File: src/cssoc_pkg.sv
// Shared types and constants for the charge session SOC tracker.
package cssoc_pkg;

  localparam logic [7:0] NUM_CELLS = 8'd96;

  localparam logic       OP_FRAME = 1'b0;
  localparam logic       OP_TICK  = 1'b1;

  localparam logic [10:0] ID_MAX_CUR = 11'h108;
  localparam logic [10:0] ID_STATUS  = 11'h109;

  localparam logic [1:0] REG_USER_LIMIT = 2'd0;
  localparam logic [1:0] REG_CAPACITY   = 2'd1;
  localparam logic [1:0] REG_IDLE_LIMIT = 2'd2;

  localparam logic [13:0] SOC_FULL = 14'd10000;

  // Dividend is charge times ten, divisor is capacity times 36.
  localparam int DIVD_W = 36;
  localparam int DIVS_W = 16;
  localparam int CNT_W  = 6;
  localparam logic [CNT_W-1:0] DIV_STEPS = CNT_W'(DIVD_W);

  typedef enum logic [1:0] {
    ST_IDLE,
    ST_LOAD,
    ST_DIV,
    ST_FINISH
  } state_t;

endpackage

File: src/cssoc_div.sv
// Shared restoring divider, one quotient bit per cycle.
module cssoc_div import cssoc_pkg::*; (
  input  logic              clk,
  input  logic              rst,
  input  logic              start,
  input  logic [DIVD_W-1:0] dividend,
  input  logic [DIVS_W-1:0] divisor,
  output logic              busy,
  output logic [DIVD_W-1:0] quotient
);

  logic [DIVS_W-1:0] rem;
  logic [CNT_W-1:0]  cnt;
  logic [DIVS_W:0]   trial;
  logic              take;

  assign trial = {rem, quotient[DIVD_W-1]};
  assign take  = (trial >= {1'b0, divisor});

  always_ff @(posedge clk) begin
    if (rst) begin
      busy <= 1'b0;
      cnt  <= '0;
    end else if (start) begin
      busy <= 1'b1;
      cnt  <= DIV_STEPS;
    end else if (busy) begin
      cnt <= cnt - CNT_W'(1);
      if (cnt == CNT_W'(1)) begin
        busy <= 1'b0;
      end
    end
  end

  always_ff @(posedge clk) begin
    if (start) begin
      quotient <= dividend;
      rem      <= '0;
    end else if (busy) begin
      quotient <= {quotient[DIVD_W-2:0], take};
      rem      <= take ? DIVS_W'(trial - {1'b0, divisor}) : trial[DIVS_W-1:0];
    end
  end

endmodule

File: src/charge_session_soc_tracker.sv
// Top level of the charge session state-of-charge tracker.
//
// Input channel (in_valid / in_stall) carries one beat per charger frame or
// update tick. Frame beats only update the latched charger values and give
// no result. Each tick beat gives exactly one result beat on the output
// channel (out_valid / out_stall).
// A tick updates the session state at the edge that accepts it. The next
// cycle loads the shared divider, which then gives one quotient bit a
// cycle; once it is done the sequencer moves to its final step, and the
// result register loads from there when the output is free. The input
// takes the next beat after the result register loads. A tick while the
// charger status is zero skips the divider; its all-zero result loads
// from the final step as well. A frame beat leaves the input free for the
// next beat.
// in_stall is high while a tick is in work. The result register holds its
// beat while the receiver stalls; a further tick may be accepted meanwhile
// and waits at its final step until the register is free.
// Configuration writes (write_enable, reg_index, write_data) take effect at
// once; reset loads the default limits and clears the session state.
module charge_session_soc_tracker import cssoc_pkg::*; (
  input  logic        clk,
  input  logic        rst,
  input  logic        write_enable,
  input  logic [1:0]  reg_index,
  input  logic [15:0] write_data,
  input  logic        in_valid,
  output logic        in_stall,
  input  logic        opcode,
  input  logic [10:0] frame_id,
  input  logic [31:0] frame_word0,
  input  logic [31:0] frame_word1,
  input  logic signed [15:0] rest_soc,
  input  logic [9:0]  battery_current_limit,
  input  logic [15:0] cell_max_mv,
  input  logic [9:0]  pack_voltage,
  output logic        out_valid,
  input  logic        out_stall,
  output logic        session_active,
  output logic [13:0] soc_out,
  output logic [31:0] charge_added,
  output logic        charge_enable,
  output logic [7:0]  current_request,
  output logic [23:0] target_voltage_mv,
  output logic [9:0]  pack_voltage_out,
  output logic [7:0]  charger_max_out,
  output logic [7:0]  charger_current_out,
  output logic [15:0] charger_voltage_out,
  output logic [5:0]  charger_status_out
);

  state_t state, state_next;

  logic [7:0]  user_current_limit;
  logic [9:0]  capacity_ah;
  logic [15:0] idle_limit;

  logic [7:0]  charger_max_current;
  logic [15:0] charger_voltage;
  logic [7:0]  charger_current;
  logic [5:0]  charger_status;
  logic [13:0] base_soc;
  logic [31:0] charge_accum;
  logic [15:0] idle_ticks;
  logic        active_flag;

  // Per-tick values captured at accept.
  logic        zero_tick;
  logic [7:0]  req_hold;
  logic [23:0] target_hold;
  logic [9:0]  pack_hold;

  logic        in_accept;
  logic        tick_accept;
  logic        frame_accept;
  logic        div_start;
  logic        div_busy;
  logic [DIVD_W-1:0] div_quotient;
  logic        out_free;
  logic        result_load;

  logic [13:0] rest_clamped;
  logic [31:0] acc0, acc1, acc2;
  logic [15:0] idle0, idle1;
  logic [13:0] base_next;
  logic [32:0] acc_sum;
  logic [9:0]  req_min1;
  logic [7:0]  req_min;
  logic [9:0]  cap_eff;
  logic [DIVD_W-1:0] numer;
  logic [DIVS_W-1:0] denom;
  logic [DIVD_W:0]   soc_sum;
  logic [13:0] soc_val;

  assign in_stall     = (state != ST_IDLE);
  assign in_accept    = in_valid && !in_stall;
  assign tick_accept  = in_accept && (opcode == OP_TICK);
  assign frame_accept = in_accept && (opcode == OP_FRAME);
  assign out_free     = !out_valid || !out_stall;

  // Configuration registers.
  always_ff @(posedge clk) begin
    if (rst) begin
      user_current_limit <= 8'd255;
      capacity_ah        <= 10'd100;
      idle_limit         <= 16'd1800;
    end else if (write_enable) begin
      case (reg_index)
        REG_USER_LIMIT: user_current_limit <= write_data[7:0];
        REG_CAPACITY:   capacity_ah        <= write_data[9:0];
        REG_IDLE_LIMIT: idle_limit         <= write_data;
        default: ;
      endcase
    end
  end

  // Session update for one tick.
  always_comb begin
    if (rest_soc[15]) begin
      rest_clamped = '0;
    end else if (rest_soc[14:0] > {1'b0, SOC_FULL}) begin
      rest_clamped = SOC_FULL;
    end else begin
      rest_clamped = rest_soc[13:0];
    end

    base_next = active_flag ? base_soc : rest_clamped;
    acc0      = active_flag ? charge_accum : '0;
    idle0     = active_flag ? idle_ticks : '0;

    acc_sum = {1'b0, acc0} + 33'(charger_current);
    if (charger_current != '0) begin
      acc1  = acc_sum[32] ? '1 : acc_sum[31:0];
      idle1 = '0;
    end else begin
      acc1  = acc0;
      idle1 = (idle0 != 16'hFFFF) ? idle0 + 16'd1 : idle0;
    end

    acc2 = acc1;
    if (idle1 >= idle_limit) begin
      base_next = rest_clamped;
      acc2      = '0;
    end

    req_min1 = (battery_current_limit < {2'b0, user_current_limit}) ?
               battery_current_limit : {2'b0, user_current_limit};
    req_min  = ({2'b0, charger_max_current} < req_min1) ?
               charger_max_current : req_min1[7:0];
  end

  always_ff @(posedge clk) begin
    if (rst) begin
      charger_max_current <= '0;
      charger_voltage     <= '0;
      charger_current     <= '0;
      charger_status      <= '0;
      base_soc            <= '0;
      charge_accum        <= '0;
      idle_ticks          <= '0;
      active_flag         <= 1'b0;
    end else if (frame_accept) begin
      if (frame_id == ID_MAX_CUR) begin
        charger_max_current <= frame_word0[31:24];
      end else if (frame_id == ID_STATUS) begin
        charger_voltage <= frame_word0[23:8];
        charger_current <= frame_word0[31:24];
        charger_status  <= frame_word1[13:8];
      end
    end else if (tick_accept) begin
      if (charger_status == '0) begin
        charge_accum <= '0;
        idle_ticks   <= '0;
        active_flag  <= 1'b0;
      end else begin
        base_soc     <= base_next;
        charge_accum <= acc2;
        idle_ticks   <= idle1;
        active_flag  <= 1'b1;
      end
    end
  end

  always_ff @(posedge clk) begin
    if (tick_accept) begin
      zero_tick   <= (charger_status == '0);
      req_hold    <= req_min;
      target_hold <= 24'(NUM_CELLS) * 24'(cell_max_mv);
      pack_hold   <= pack_voltage;
    end
  end

  // Divider operands: charge times ten over capacity times 36.
  assign cap_eff   = (capacity_ah == '0) ? 10'd1 : capacity_ah;
  assign numer     = ({4'b0, charge_accum} << 3) + ({4'b0, charge_accum} << 1);
  assign denom     = ({6'b0, cap_eff} << 5) + ({6'b0, cap_eff} << 2);
  assign div_start = (state == ST_LOAD);

  cssoc_div u_div (
    .clk      (clk),
    .rst      (rst),
    .start    (div_start),
    .dividend (numer),
    .divisor  (denom),
    .busy     (div_busy),
    .quotient (div_quotient)
  );

  always_comb begin
    soc_sum = {1'b0, div_quotient} + (DIVD_W+1)'(base_soc);
    soc_val = (soc_sum > (DIVD_W+1)'(SOC_FULL)) ? SOC_FULL : soc_sum[13:0];
  end

  // Sequencer.
  always_ff @(posedge clk) begin
    if (rst) begin
      state <= ST_IDLE;
    end else begin
      state <= state_next;
    end
  end

  always_comb begin
    state_next  = state;
    result_load = 1'b0;
    case (state)
      ST_IDLE: begin
        if (tick_accept) begin
          state_next = (charger_status == '0) ? ST_FINISH : ST_LOAD;
        end
      end
      ST_LOAD: begin
        state_next = ST_DIV;
      end
      ST_DIV: begin
        if (!div_busy) begin
          state_next = ST_FINISH;
        end
      end
      ST_FINISH: begin
        if (out_free) begin
          result_load = 1'b1;
          state_next  = ST_IDLE;
        end
      end
      default: begin
        state_next = ST_IDLE;
      end
    endcase
  end

  // Result register.
  always_ff @(posedge clk) begin
    if (rst) begin
      out_valid <= 1'b0;
    end else if (result_load) begin
      out_valid <= 1'b1;
    end else if (!out_stall) begin
      out_valid <= 1'b0;
    end
  end

  always_ff @(posedge clk) begin
    if (result_load) begin
      if (zero_tick) begin
        session_active      <= 1'b0;
        soc_out             <= '0;
        charge_added        <= '0;
        charge_enable       <= 1'b0;
        current_request     <= '0;
        target_voltage_mv   <= '0;
        pack_voltage_out    <= '0;
        charger_max_out     <= '0;
        charger_current_out <= '0;
        charger_voltage_out <= '0;
        charger_status_out  <= '0;
      end else begin
        session_active      <= 1'b1;
        soc_out             <= soc_val;
        charge_added        <= charge_accum;
        charge_enable       <= (soc_val < SOC_FULL);
        current_request     <= req_hold;
        target_voltage_mv   <= target_hold;
        pack_voltage_out    <= pack_hold;
        charger_max_out     <= charger_max_current;
        charger_current_out <= charger_current;
        charger_voltage_out <= charger_voltage;
        charger_status_out  <= charger_status;
      end
    end
  end

endmodule
File: config.mk
export PLATFORM = sky130hd
export DESIGN_NAME = charge_session_soc_tracker
export DESIGN_NICKNAME = d
export VERILOG_FILES = /design/src/cssoc_pkg.sv /design/src/cssoc_div.sv /design/src/charge_session_soc_tracker.sv
export SDC_FILE = /design/constraint.sdc
export NUM_CORES = 1
export LEC_CHECK = 0
export BUFFER_PORTS_ARGS = -buffer_cell sky130_fd_sc_hd__buf_2
export CORE_MARGIN = 5
export CORE_UTILIZATION = 50
export CTS_CLUSTER_SIZE = 25
export DETAILED_ROUTE_END_ITERATION = 8
export GPL_TIMING_DRIVEN = 0
export HOLD_SLACK_MARGIN = 0.1
export PLACE_DENSITY = 0.82
export SLEW_MARGIN = 20
export SYNTH_ARGS = -nofsm -noshare
export SYNTH_HDL_FRONTEND = slang
export SYNTH_SLANG_ARGS = --single-unit
File: constraint.sdc
create_clock -name clk -period 14.37 [get_ports clk]
set_input_delay 2.874 -clock clk [delete_from_list [all_inputs] [get_ports clk]]
set_output_delay 2.874 -clock clk [all_outputs]
set_load 0.01 [all_outputs]
==> summary.txt, run 1 <==
Floorplanning
  – Core area: about 40000 um2
  – Boundary Pins: around 280
  – # rows: 74
  – Die ar.: around 45000 um2
  – Chip width: between 200 and 250 um
  – Initial Util: 50.6%
  – Die height: ~210 um

Clock network
  – CTS tree: built
  – Clock buffer depth: 3
  – Clock transition at path regs: 0.06 ns
  – Inserted Clock Buffers: 39
  – Cts hold-fix bufs: 0
  – CTS Sinks: 356
  – Clock Latency Late Sink: ~0.57 ns
  – CTS H-tree lvls: 2
  – Resize count post-CTS: 0
  – Root Driver: clkbuf_16
  – # Post-CTS Setup Buffers: 0

Flow run
  – # Max-Cap Violations: 0

Setup path
  – Buffers & Inverters on Critical Path: 3
  – Highest-delay cell along the critical path: a41oi_1
  – Worst setup EP type: flip-flop
  – Reg2Reg Depth: 20
  – Cell family with the largest share of critical-path delay: compound AO/OA/AOI/OAI gates
  – CP max stage delay: roughly 0.59 ns
  – FF-to-FF Start: active_flag
  – WP data required: 14.59 ns
  – Crit-path cells: buf_2, ha_1, a21o_1, a21o_1, a41oi_1, or2_2, clkbuf_1, o21ai_0, inv_1, ha_1, a21o_1, a21oi_1, nor2b_1, o21ai_0, o211ai_2, mux2i_1, o311ai_0
  – Data arrival, critical path: ~6.7 ns
  – R2R Setup Slk: approximately 8.7 ns
  – Worst Path Max Fanout: 10
  – FF-to-FF End: base_soc[11]
  – Worst setup path startpoint: battery_current_limit[1]
  – Worst setup path class: primary input to flip-flop
  – Most used cell, CP: a21o_1
  – Startpoint type of the worst setup path: primary input

Synthesis
  – Sequential fraction of the synthesis area: 43.9%
  – Cell Area, Synth: roughly 21000 um2
  – Post-synth ARST share: 0%
  – Synth Area per Inst: between 9 and 10 um2
  – Post-synth EDFFs: 195
  – Area leader, netlist: edfxtp_1
  – Flops & latches, synth: ~360
  – Gate Count Post-Synth: 2186
  – Yosys warnings: 0
  – Synth Flop Type: edfxtp_1
  – Post-synth cell types: 90
  – Top cell type's share of synthesized area: between 20% and 30%
  – Synth area leaders: edfxtp_1, dfxtp_1, ha_1

GRT
  – Met3 usage: roughly 3.7%
  – Global-route wire length before repair: roughly 94000 um
  – Gr ovfl total: 0
  – M2 GR Usage: 44.0%
  – Most crowded layer after global routing: met2
  – Tot GR Track Use: between 20 and 30%
  – Met1 Usage GRT: roughly a third
  – Largest net degree at the start of global routing: 38
  – Initial antenna violation count: 7
  – Number of global-route vias before repair: approximately 18000

Pwr
  – Pwr Density: roughly 140 nW/um2
  – Worst VDD drop: roughly 0.000088 V
  – Leakage: roughly 9.5 nW

STA
  – Maximum clock frequency: between 0.15 and 0.2 GHz
  – Final Cycle Share: a little under half
  – Actual slew at the worst max-slew pin: around 1.1 ns
  – RSZ-0062 raised after global routing: no
  – Post-Route Setup TNS: 0 ns
  – Final Max Tran Viols: 0
  – Worst Skew: about 0.024 ns
  – Setup Viol. Count Final: 0
  – Final hold violations: 0
  – Final min period: about 6.5 ns
  – Worst slew margin: 25.1%

Layout
  – Final core utilization: 58.6%
  – Syn-to-layout area delta: 15.8%
  – Share of cells above drive strength 1: between 10% and 20%
  – Fin area: between 20000 and 25000 um2
  – Fin nets: approximately 2800

Worst hold path
  – Hold crit path type: flip-flop to flip-flop
  – Hold path cells: 2
  – Hold_sp: idle_ticks[0]
  – Worst Hold Path EP: idle_ticks[0]

Drt
  – 1st-pass router iterations: 6
  – Via-per-instance ratio: roughly 5.9
  – Antenna viol nets, final: 0
  – Residual DRC: 0
  – WL/cell: about 20 um
  – Detailed Route WL: slightly above 60000 um
  – Vias: 18100
  – Initial DRC Count: ~1500

Place
  – Number of buffers added on ports: between 200 and 250
  – Dpl cell area: between 20000 and 25000 um2
  – Post-DP HPWL: 46600 um
  – Routability Congestion: 0.962

Status
  – Status: complete, no violations
cells by family (layout without fill, tap and decap cells):
family | Yosys count | count (layout) | synth area share, %
and+or+nand+nor | 775 | 775 | 18.8
AOI/OAI and AO/OA | 533 | 533 | 16.9
DFF | 356 | 356 | 43.9
buffers and inverters | 213 | 531 | 4.06
adders and majority gates | 135 | 135 | 8.37
xor gates and xnor gates | 96 | 96 | 4.07
muxes | 77 | 77 | 3.84
other | 1 | 11 | 0.0181
layout make-up:
type,instances,area [um2]
fill,3434,16900
multi-input combinational,1622,10800
sequential,356,9080
timing repair buffer,248,1380
clock buffer,54,1060
tap,532,666
buffer,111,457
inverter,102,383
clock inverter,16,111
antenna,5,12.5
sequential cells by signal, summed over array words and instances, names as in the netlist, 18 cells and up:
signal	count
charge_added	32
u_div.quotient	36
target_hold	18
charge_accum	32
target_voltage_mv	18
power by group:
| part | leakage, nW | internal, mW | switching, mW |
|---|---|---|---|
| clock network | 0.577 | 0.523 | 0.419 |
| registers | 3.15 | 1.28 | 0.104 |
| logic | 5.80 | 0.376 | 0.610 |
stage by stage:
step	worst slack, ns	power, mW	std cells	hold slack [ns]
2_1_floorplan	1.89	2.06	2191	0.427
3_3_place_gp	-2.33	2.34	2963	0.437
3_5_place_dp	7.39	2.37	2971	0.446
4_1_cts	7.96	3.31	3041	0.454
5_1_grt	7.58	3.47	3046	0.481
6_report	7.87	3.31	3046	0.455
worst max-delay path by stage:
stage	endpoint	slack, ns	cells past startpoint
2_1_floorplan	charge_added[0]	1.89	1
4_1_cts	req_hold[7]	7.96	17
3_3_place_gp	soc_out[11]	-2.33	2
5_1_grt	req_hold[7]	7.58	17
6_report	req_hold[7]	7.87	17
3_5_place_dp	req_hold[7]	7.39	17
cells in the mapped netlist (all sizes together), types with 6 or more instances:
cell       n
o21ai    111
a22oi     22
a2111oi   10
nand4     28
fa         6
o211ai    28
and3      29
and4       6
nor3      60
mux2      19
mux2i     58
or4        6
a21oi    147
a2bb2oi    7
or3       12
o21bai    17
o31ai      6
inv      102
o41ai      7
nor2b    112
dfxtp    161
nand2b    20
edfxtp   195
nand3     60
a211o      8
o311ai    10
clkbuf    87
o21a      19
or2       10
xnor2     55
a211oi    28
ha       127
a21o      34
a31oi     19
a21boi     9
nor2     203
buf       24
nand2    171
nor4      12
and2      22
xor2      41
worst register-to-register path, delay by kind of cell, from the launching register on:
kind                       cells  cell delay, ns
DFF                            1            0.30
buffers and inverters          3            1.18
adders and majority gates      2            0.54
AOI/OAI and AO/OA              4            1.39
xor gates and xnor gates       1            0.15
and+or+nand+nor               10            1.99
cells in the final DEF (no fill, tap or decap), types with 60 or more instances in the layout:
cell type / Yosys / final
nand3_1: 60 / 60
nor2_1: 203 / 203
clkbuf_1: 86 / 99
nor2b_1: 112 / 112
o21ai_0: 109 / 109
edfxtp_1: 195 / 195
dfxtp_1: 161 / 161
a21oi_1: 146 / 146
nand2_1: 170 / 170
ha_1: 127 / 127
buf_2: 7 / 248
inv_1: 102 / 101
per-layer routing:
| metal | vias up | part of all wire, % |
|---|---|---|
| li1 | 8562 | - |
| met1 | 8542 | 40 |
| met2 | 770 | 48 |
| met3 | 192 | 6.8 |
| met4 | 4 | 5.2 |
| met5 | - | 0.043 |
Power figures use the tool's default switching activity.
==> run 2: changes to the inputs <==
--- a/config.mk
+++ b/config.mk
@@ -12,7 +12,7 @@
 export DETAILED_ROUTE_END_ITERATION = 8
 export GPL_TIMING_DRIVEN = 0
 export HOLD_SLACK_MARGIN = 0.1
-export PLACE_DENSITY = 0.82
+export PLACE_DENSITY = 0.85
 export SLEW_MARGIN = 20
 export SYNTH_ARGS = -nofsm -noshare
 export SYNTH_HDL_FRONTEND = slang
==> constraint.sdc (replaced) <==
create_clock -name clk -period 5.65 [get_ports clk]
set_input_delay 1.13 -clock clk [delete_from_list [all_inputs] [get_ports clk]]
set_output_delay 1.13 -clock clk [all_outputs]
set_load 0.01 [all_outputs]
==> run 2 against run 1 <==
Net effect: register-to-register slack lost 8.2 ns; critical path depth grew 7; total power grew to 2.6 times the previous value; core utilization grew 0.29 points; non-clock buffer count is the same; sequential power grew to 2.6 times the previous value; count of clock-buffer cells in the layout shrank 6; global-route usage grew 0.26 points; sequential cell count is the same; hold slack gained 0.0090 ns; via count grew 1.4%; critical endpoint is now u_div.rem[10].
==> summary.txt, run 2 (same netlist as run 1, synthesis figures left out) <==
GRT
  – Gr ovfl total: 0 (unchanged)
  – Initial antenna violation count: 11 (+4)
  – Global-route wire length before repair: 95200 um (+1.6%)
  – Tot GR Track Use: 26.1% (+0.26 points)
  – Largest net degree at the start of global routing: 38 (unchanged)
  – Number of global-route vias before repair: 18000 (+2.0%)

Setup path
  – Worst setup EP type: flip-flop
  – WP data required: 6.13 ns (-8.46 ns)
  – Worst setup path class: flip-flop to flip-flop
  – Startpoint type of the worst setup path: flip-flop
  – Data arrival, critical path: 5.60 ns (-1.12 ns)
  – Worst Path Max Fanout: 10 (unchanged)

STA
  – Worst Skew: 0.0349 ns (+0.0110 ns)
  – Setup Viol. Count Final: 0 (unchanged)
  – Final min period: about 5 ns
  – Final hold violations: 0 (unchanged)
  – RSZ-0062 raised after global routing: no
  – Hold WS: 0.463 ns (+0.00899 ns)
  – Final Cycle Share: 90.5%
  – Worst setup margin: 0.537 ns (-7.33 ns)
  – Actual slew at the worst max-slew pin: 1.04 ns (-0.0586 ns)
  – Final Max Tran Viols: 0 (unchanged)
  – Worst slew margin: 29.1% (+4.0 points)
  – Maximum clock frequency: roughly 0.20 GHz

Worst hold path
  – Hold crit path type: flip-flop to flip-flop

Pwr
  – Int Pwr: 5.61 mW (+160%)
  – Clock power share: 29.6% (+1.1 points)
  – Worst VDD drop: 0.000215 V (+140%)
  – Combinational share of power: 29.3% (-0.5 points)
  – Switching power: 2.96 mW (+160%)
  – Pwr Density: 356 nW/um2 (+160%)
  – Sw frac: 34.5% (+0.28 points)
  – Leakage: 9.58 nW (+0.61%)
  – Power share of the sequential group: 41.1% (-0.6 points)

Clock network
  – CTS Sinks: 356 (unchanged)
  – Root Driver: clkbuf_16
  – Clock transition at path regs: 0.06 ns (about the same)
  – CTS H-tree lvls: 2 (unchanged)
  – Clock buffer depth: 3 (unchanged)
  – Cts hold-fix bufs: 0 (unchanged)
  – Inserted Clock Buffers: 39 (unchanged)
  – CTS tree: built
  – Clock Latency Late Sink: 0.59 ns (+0.02 ns)

Floorplanning
  – Boundary Pins: 281 (unchanged)
  – Initial Util: 50.6% (unchanged)
  – Die height: 213 um (unchanged)
  – # rows: 74 (unchanged)
  – Core area: 40800 um2 (unchanged)
  – Die ar.: 45500 um2 (unchanged)
  – Chip width: 213 um (unchanged)

Flow run
  – # Max-Cap Violations: 0 (unchanged)

Place
  – Routability Congestion: 0.970 (+0.83%)
  – Number of buffers added on ports: 240 (unchanged)
  – Pre-CTS WS: 0.141 ns (-7.25 ns)
  – Dpl cell area: 22700 um2 (about the same)
  – Post-DP HPWL: 46100 um (-1.0%)

Drt
  – Initial DRC Count: 1708 (+17%)
  – WL/cell: 19.9 um (+0.25%)
  – Residual DRC: 0 (unchanged)
  – Vias: 18300 (+1.4%)
  – Detailed Route WL: 60700 um (+0.48%)
  – Via-per-instance ratio: 6.00 (+1.2%)
  – Antenna viol nets, final: 0 (unchanged)
  – 1st-pass router iterations: 6 (unchanged)

Layout
  – Fin area: 24100 um2 (+0.50%)
  – Fin nets: 2764 (unchanged)
  – Share of cells above drive strength 1: 15.4% (+0.51 points)
  – Commonest non-fill, non-tap cell in the layout: buf_2
  – Largest Register: u_div.quotient
  – Syn-to-layout area delta: 16.4%
  – Max reg flops: 36 (unchanged)
  – Commonest non-fill, non-tap cells in the layout: buf_2, nor2_1, edfxtp_1
  – Largest registers: u_div.quotient (36), charge_accum (32), charge_added (32)
  – FILL cells: 3313 (-3.5%)

Status
  – Status: complete, no violations
-- run 2: cell count changes in the layout (fill, tap and decap cells not counted), moves of 2 or more --
| cell | previous run | this run |
|---|---|---|
| bufinv_16 | 0 | 2 |
| buf_8 | 0 | 3 |
| clkinv_2 | 8 | 11 |
| clkbuf_2 | 1 | 3 |
| clkinv_16 | 0 | 2 |
| diode_2 | 5 | 10 |
| buf_16 | 5 | 3 |
| clkbuf_1 | 99 | 91 |
-- run 2: layout make-up --
type	count	area, um2	area share [%]
Sequential cell	356	9080	37.7
Tap cell	532	666	2.77
Inverter	102	383	1.59
Antenna cell	10	25.0	0.104
Clock inverter	24	253	1.05
Buffer	110	455	1.89
Clock buffer	48	1020	4.24
Multi-Input combinational cell	1622	10800	44.9
Timing Repair Buffer	249	1370	5.71
-- run 2: power groups by stage --
stage	clock [mW]	sequential (mW)	combinational, mW
final	2.54	3.52	2.51
after global routing	2.68	3.56	2.75
after CTS	2.56	3.51	2.48
after detailed placement	0	3.56	2.45
after global placement	0	3.58	2.29
after floorplan	0	3.54	1.66
-- run 2: critical path, cell delays in order (launching register included) --
cell      delay, ns
dfxtp_1        0.31
clkbuf_1       0.29
nor4_1         0.12
a31o_2         0.28
ha_1           0.21
inv_1          0.07
fa_1           0.19
nor2b_1        0.05
o21ai_0        0.15
nand2b_1       0.10
a21o_1         0.19
maj3_1         0.38
a21oi_1        0.21
nor2b_1        0.08
xnor2_1        0.18
ha_1           0.30
nand3_1        0.13
nor3_1         0.08
a211oi_1       0.48
nand3_1        0.17
o21ai_2        0.32
clkbuf_2       0.32
nand2_1        0.09
o31a_1         0.11
a211oi_1       0.21
-- run 2: stage by stage --
stage	power, mW	TNS, ns	util, %	std cells
2_1_floorplan	5.21	0	-	2191
6_report	8.57	0	58.9	3053
5_1_grt	8.99	0	58.9	3053
3_5_place_dp	6.01	0	55.7	2972
3_3_place_gp	5.87	-100.56	55.2	2963
4_1_cts	8.55	0	58.8	3044
-- run 2: repair_timing --
action	4_1_cts	5_1_grt
endpoints found under the hold margin	0	0
buffers inserted	0	0
resized for setup	0	8
endpoints found under the setup margin	0	43
-- run 2: worst paths after layout --
path	start	to	slack, ns	cells past startpoint
setup / recovery	capacity_ah[5]	u_div.rem[10]	0.54	24
hold / removal	idle_ticks[0]	idle_ticks[0]	0.46	2
setup reg to reg	capacity_ah[5]	u_div.rem[10]	0.54	24
hold reg to reg	idle_ticks[0]	idle_ticks[0]	0.46	2
-- run 2: layer usage --
metal  wire [um]  share of wire (%)  global-route usage, %  vias to the layer above
met4        2670                4.4                   12.5                        2
met5          13              0.021                      0                        -
li1            -                  -                      -                     8541
met2       29600                 49                   44.6                      810
met1       23800                 39                   32.3                     8807
met3        4590                7.6                   4.10                      166
